<file path="config.mk">
export PLATFORM = sky130hd
export DESIGN_NAME = stbs_ctrl
export DESIGN_NICKNAME = d
export VERILOG_FILES = /design/src/design/stbs_pkg.sv /design/src/design/stbs_ctrl.sv
export SDC_FILE = /design/constraint.sdc
export NUM_CORES = 1
export LEC_CHECK = 0
export BUFFER_PORTS_ARGS = -buffer_cell sky130_fd_sc_hd__buf_4
export CORE_AREA = 3 3 40 42
export CTS_BUF_LIST = sky130_fd_sc_hd__clkbuf_4 sky130_fd_sc_hd__clkbuf_8
export DETAILED_ROUTE_END_ITERATION = 8
export DIE_AREA = 0 0 43 45
export MAX_ROUTING_LAYER = met4
export SYNTH_ARGS = -nofsm -noshare
export SYNTH_HDL_FRONTEND = slang
export SYNTH_SLANG_ARGS = --single-unit
</file>
<file path="constraint.sdc">
create_clock -name clk -period 1.9 [get_ports clk]
set_input_delay 0.19 -clock clk [delete_from_list [all_inputs] [get_ports clk]]
set_output_delay 0.19 -clock clk [all_outputs]
set_load 0.01 [all_outputs]
</file>
<file path="src/design/stbs_pkg.sv">
// package with shared types and constants for the sorted table binary search
`timescale 1ns / 1ps
`default_nettype none

package stbs_pkg;

  localparam int TABLE_DEPTH_DEF = 256;
  localparam int KEY_WIDTH_DEF   = 32;

  localparam int COUNT_W = 9;
  localparam int INDEX_W = 8;
  localparam int VALUE_W = 32;
  localparam int POS_W   = 8;

  // input item
  typedef struct packed {
    logic                       mode;
    logic [INDEX_W-1:0]         entry_index;
    logic signed [VALUE_W-1:0]  key_value;
  } item_t;

  // result item
  typedef struct packed {
    logic              found;
    logic [POS_W-1:0]  match_position;
  } result_t;

  // item modes
  localparam logic MODE_WRITE  = 1'b0;
  localparam logic MODE_SEARCH = 1'b1;

  // controller to datapath commands
  typedef struct packed {
    logic wr;     // store entry from the accepted beat
    logic load;   // start a search with the accepted key
    logic probe;  // register mid and read the table
    logic step;   // compare and narrow the window
    logic emit;   // load the result register
  } ctl_t;

  // datapath to controller status
  typedef struct packed {
    logic open;   // window still holds entries
    logic hit;    // probed entry equals the key
  } sts_t;

endpackage

`default_nettype wire

</file>
<file path="src/design/stbs_ctrl.sv">
// controller state machine for the sorted table binary search
`timescale 1ns / 1ps
`default_nettype none

module stbs_ctrl
  import stbs_pkg::*;
(
  input  wire logic clk,
  input  wire logic rst,
  input  wire logic item_valid,
  output logic      item_ready,
  input  wire logic item_mode,
  output logic      result_valid,
  input  wire logic result_ready,
  input  wire sts_t sts,
  output ctl_t      ctl
);

  localparam logic [1:0] S_IDLE  = 2'd0;
  localparam logic [1:0] S_PROBE = 2'd1;
  localparam logic [1:0] S_CMP   = 2'd2;
  localparam logic [1:0] S_DONE  = 2'd3;

  logic [1:0] state;
  logic [1:0] state_next;
  logic       result_valid_next;

  assign item_ready = (state == S_IDLE);

  always_comb begin
    state_next        = state;
    ctl               = '0;
    result_valid_next = result_valid && !result_ready;
    unique case (state)
      S_IDLE: begin
        if (item_valid) begin
          if (item_mode == MODE_WRITE) begin
            ctl.wr = 1'b1;
          end else begin
            ctl.load   = 1'b1;
            state_next = S_PROBE;
          end
        end
      end
      S_PROBE: begin
        if (sts.open) begin
          ctl.probe  = 1'b1;
          state_next = S_CMP;
        end else begin
          state_next = S_DONE;
        end
      end
      S_CMP: begin
        ctl.step   = 1'b1;
        state_next = sts.hit ? S_DONE : S_PROBE;
      end
      S_DONE: begin
        // wait for the result slot to drain
        if (!result_valid || result_ready) begin
          ctl.emit          = 1'b1;
          result_valid_next = 1'b1;
          state_next        = S_IDLE;
        end
      end
      default: begin
        state_next = S_IDLE;
      end
    endcase
  end

  always_ff @(posedge clk) begin
    if (rst) begin
      state        <= S_IDLE;
      result_valid <= 1'b0;
    end else begin
      state        <= state_next;
      result_valid <= result_valid_next;
    end
  end

endmodule

`default_nettype wire

</file>
==> results.md, run 1 <==
* Hold Path Class: in -> reg
* Syn Area/Cell at approximately 9.2 um^2
* Worst R2R Setup Slack at around 0.83 ns
* CTS Buffer Depth at 2
* Worst Setup Start Kind: flip-flop
* Tot GR Track Use at under 10%
* DRC violations left at 0
* Cts hold-fix bufs at 0
* Initial antenna violation count at 0
* Slew margin rel. at between 80% and 90%
* Crit path largest cell delay at approximately 0.44 ns
* Final wirelength at about 460 um
* Synthesis-stage register bit count at 3
* Rows at 13
* # Post-CTS Setup Buffers at 0
* Clock Latency Late Sink at 0.24 ns
* Synth unique cells at 12
* Worst Skew at 0.000687 ns
* CP Max Fanout at 8
* Setup crit end kind: output pin
* Minimum clock period at 1.33 ns
* Root Buffer Master: clkbuf_4
* Layout cells sized above 1 at a little over half
* Synth area leaders: dfxtp_1 38%, a2111oi_2 9.6%, a211oi_1 9.6%
* GRT overflow at 0
* Number of clock sinks at 3
* TritonCTS clock tree: done
* Cell Chain, Critical Path: and2_1 > and2_1 > buf_4
* PwrDens at between 800 and 900 nW/um^2
* Setup TNS at 0 ns
* Routed length per instance at approximately 9.4 um
* Worst endpoint data arrival time at ~1.1 ns
* Die ar. at slightly below 2000 um^2
* Critical-path top delay cell: dfxtp_1
* Gate Count Post-Synth at 17
* Initial DRC count at 1
* Antenna Violating Nets Remaining at 0
* Vias/cell at ~3.9
* Syn_nets at 24
* Vias post-DR at around 190
* Max Transition Viols Final at 0
* CTS Buf Count at 3
* Core area at ~1300 um^2
* IO Count at 14
* Area Overhead vs Synth at 93.6%
* RSZ-0062 raised after global routing: false
* Multi-input logic area at 96.3 um^2
* Synth warn at 0
* Cts repair resizes at 0
* # diodes at 0
* Htree depth at 1
* Critical Path RT at ~1.7 ns
* CP most frequent cell: and2_1
* VDD IR max at around 0.27 mV
* Status: finished clean
* Final setup fails at 0
* Top-area cell type share of the netlist area at 38.4%
* WS Path Type: reg -> out
* Place WS at between 0.8 and 0.9 ns
* First-pass GRT wire length at ~730 um
* Register Area at 60.1 um^2
* Leading area contributor after synthesis: dfxtp_1
* Leakage power total at roughly 0.14 nW
* Die Ht at 45 um
* Mapped cell area at approximately 160 um^2
* Max Cap Viol at 0
* Die Wd at 43 um
* Clock slew at reported path FFs at approximately 0.040 ns
* Initial Util at about an eighth
* DRT Pass-1 Iters at 2
* Fmax at 750 MHz
* Final Hold Fails at 0
* Port Buffers at 13
* Largest net degree at the start of global routing at 9
* Fin worst setup slack at 0.566 ns
* Register area share after synthesis at between 30% and 40%
* Fillcell total at ~150
* Period utilisation layout at 70.2%
* RD Place Congestion at between 0.6 and 0.7
* Vias in the first global route at between 150 and 200
* NumNets Final at between 40 and 50
* Least-Margin Pin Slew at roughly 0.27 ns
## per-layer routing
metal  global-route usage, %  routed length (um)
met1                    5.53                 208
met2                    6.89                 150
met3                    4.78                  86
met4                    5.42                  16
met5                       -                   0
## worst max-delay path: cells and delay by family, from the launching register on
family	cells	cell delay [ns]
buf+inv	1	0.11
simple gates	2	0.36
flops	1	0.44
## through the flow
step	area, um^2	hold slack [ns]	power, mW	cells	utilization [%]
global route	303	0.119	0.283	49	23.6
detailed placement	273	0.381	0.133	45	21.2
floorplan	156	0.259	0.101	17	-
CTS	303	0.124	0.269	49	23.6
global placement	273	0.382	0.134	45	21.2
finish	303	0.133	0.262	49	23.6
## cell type report
type / count / share of cell area [%]
Sequential cell: 3 / 19.8
Timing Repair Buffer: 13 / 32.2
Multi-Input combinational cell: 14 / 31.8
Tap cell: 15 / 6.20
Clock buffer: 4 / 9.92
## synth_stat cells, drive strengths merged
cell type / count
nand2: 1
nor2: 1
a211oi: 2
a21oi: 2
and3: 1
nor4b: 1
dfxtp: 3
and3b: 1
nand2b: 1
nor2b: 1
and2: 2
a2111oi: 1
## logic make-up (layout without fill, tap and decap cells)
group	after synthesis	in the layout	share of synthesized area [%]
buf+inv	0	17	0
simple gates	9	9	36.0
compound gates	5	5	25.6
flops	3	3	38.4
## final timing paths
kind         startpoint            to  cells past startpoint
min reg2reg    state[0]  result_valid                      2
min                 rst      state[0]                      2
max            state[0]        ctl[0]                      3
max reg2reg    state[1]      state[0]                      2
## flip-flops by register name (all words and copies together), names as in the netlist
signal        count
result_valid      1
state             2
## cells in the final DEF, fill, tap and decap left out
cell type / count
dfxtp_1: 3
and3b_1: 1
nor4b_1: 1
clkbuf_4: 4
nand2b_1: 1
and3_1: 1
a21oi_1: 2
nor2b_1: 1
nor2_1: 1
a2111oi_2: 1
nand2_1: 1
buf_4: 13
and2_1: 2
a211oi_1: 2
## power breakdown
part | internal, mW | total (mW) | switching [mW]
clock | 0.0931 | 0.129 | 0.0364
sequential | 0.0687 | 0.0774 | 0.00878
combinational | 0.0328 | 0.0546 | 0.0218
Power figures use the tool's default switching activity.
==> inputs of run 2 (changes only) <==
- clock period: 1.9 -> 1.36 ns (I/O delays scaled with it)
==> results.md, run 2 (synthesis results as in run 1) <==
* Vias in the first global route at 227 (+25%)
* Most frequent cells in the layout: 13 x buf_4, 4 x clkbuf_4
* Max Transition Viols Final at 0 (unchanged)
* TritonCTS clock tree: done
* Setup TNS at 0 ns (unchanged)
* Layout cells sized above 1 at 55.9% (+2.9 points)
* Max Cap Viol at 0 (unchanged)
* Die Wd at 43 um (unchanged)
* Biggest register: state
* RSZ-0062 raised after global routing: false
* GRT overflow at 0 (unchanged)
* PwrDens at 1200 nW/um^2 (+39%)
* Final wirelength at 471 um (+2.4%)
* Worst Skew at 0.0000897 ns (-0.000597 ns)
* Post-route cell area at 304 um^2 (+0.41%)
* Hold Path Class: in -> reg
* DRC violations left at 0 (unchanged)
* Cts hold-fix bufs at 0 (unchanged)
* Status: finished clean
* Max reg flops at 2 (unchanged)
* Slew margin rel. at 80.0% (-1.9 points)
* Die ar. at 1940 um^2 (unchanged)
* Most common cell after layout, fill and taps aside: buf_4
* Place WS at 0.300 ns (-0.523 ns)
* Vias/cell at 4.14 (+5.2%)
* DRT Pass-1 Iters at 2 (unchanged)
* CTS Buffer Depth at 2 (unchanged)
* Rows at 13 (unchanged)
* Cell Chain, Critical Path: and2_1 > and2_1 > buf_4
* Final std cells w/o fill at 49 (unchanged)
* # Post-CTS Setup Buffers at 0 (unchanged)
* Port Buffers at 13 (unchanged)
* Final core utilization at 23.7% (+0.097 points)
* IO Count at 14 (unchanged)
* RD Place Congestion at 0.646 (-5.5%)
* Htree depth at 1 (unchanged)
* Initial antenna violation count at 0 (unchanged)
* CTS Buf Count at 3 (unchanged)
* Vias post-DR at 203 (+5.2%)
* Fin worst setup slack at 0.0945 ns (-0.472 ns)
* Dpl cells at 45 (unchanged)
* Period utilisation layout at 93.0%
* Biggest regs: state x2, result_valid x1
* Worst endpoint data arrival time at 1.13 ns (about the same)
* Tot GR Track Use at 6.95% (+1.2 points)
* # diodes at 0 (unchanged)
* WP buf/inv at 1 (unchanged)
* Routed length per instance at 9.61 um (+2.4%)
* Number of clock sinks at 3 (unchanged)
* Critical-path top delay cell: dfxtp_1
* VDD IR max at 0.417 mV (+55%)
* Initial DRC count at 7 (+6)
* Least-Margin Pin Slew at 0.298 ns (+0.0278 ns)
* Clock slew at reported path FFs at 0.04 ns (about the same)
* Hold slack final at 0.0758 ns (-0.0569 ns)
* Die Ht at 45 um (unchanged)
* Antenna Violating Nets Remaining at 0 (unchanged)
* First-pass GRT wire length at 910 um (+24%)
* Placed Area at 273 um^2 (unchanged)
* Fillcell total at 139 (-6.1%)
* Setup crit end kind: output pin
* Core area at 1280 um^2 (unchanged)
* Crit path largest cell delay at 0.43 ns (about the same)
* CP Max Fanout at 8 (unchanged)
* Root Buffer Master: clkbuf_4
* NumNets Final at 42 (unchanged)
* Area Overhead vs Synth at 94.4%
* CP most frequent cell: and2_1
* Largest net degree at the start of global routing at 9 (unchanged)
* Leakage power total at 0.140 nW (+0.21%)
* Initial Util at 12.2% (unchanged)
* Critical Path RT at 1.22 ns (-0.49 ns)
* Final setup fails at 0 (unchanged)
* Top delay family on crit path: flip-flops
* Minimum clock period at about 1.3 ns
* Final Hold Fails at 0 (unchanged)
* Clock Latency Late Sink at 0.23 ns (about the same)
* Fmax at 790 MHz
* WS Path Type: reg -> out
* Power Total at 0.364 mW (+39%)
* Worst Setup Start Kind: flip-flop
run 2: cell counts in the layout (fill, tap and decap cells not counted):
Identical to the previous run, type by type.
run 2: cell type report:
class	count	area (um^2)	area share, %
clock buffers	4	30.0	9.88
multi-input cells	14	96.3	31.7
flip-flops and latches	3	61.3	20.2
well taps	15	18.8	6.17
repair buffers	13	97.6	32.1
run 2: repair_timing:
action,4_1_cts,5_1_grt
setup endpoints to repair,0,2
hold endpoints to repair,0,0
resized for setup,0,1
run 2: final timing paths:
check	cells past startpoint	slack [ns]	start	end
min reg2reg	2	0.51	state[0]	result_valid
min	2	0.08	rst	state[0]
max reg2reg	2	0.29	state[1]	state[0]
max	3	0.09	state[1]	ctl[0]
run 2: report_power, final:
part / switching [mW] / internal [mW]
Combinational: 0.0317 / 0.0459
Sequential: 0.0120 / 0.0968
Clock: 0.0478 / 0.130
Total: 0.0915 / 0.273
run 2: layer usage:
| layer | vias to the layer above | share of wire [%] | GRT usage, % |
|---|---|---|---|
| met3 | 0 | 14 | 3.98 |
| met5 | - | 0 | - |
| met2 | 15 | 43 | 8.68 |
| met1 | 89 | 42 | 7.95 |
| li1 | 99 | - | - |
| met4 | 0 | 0 | 5.42 |
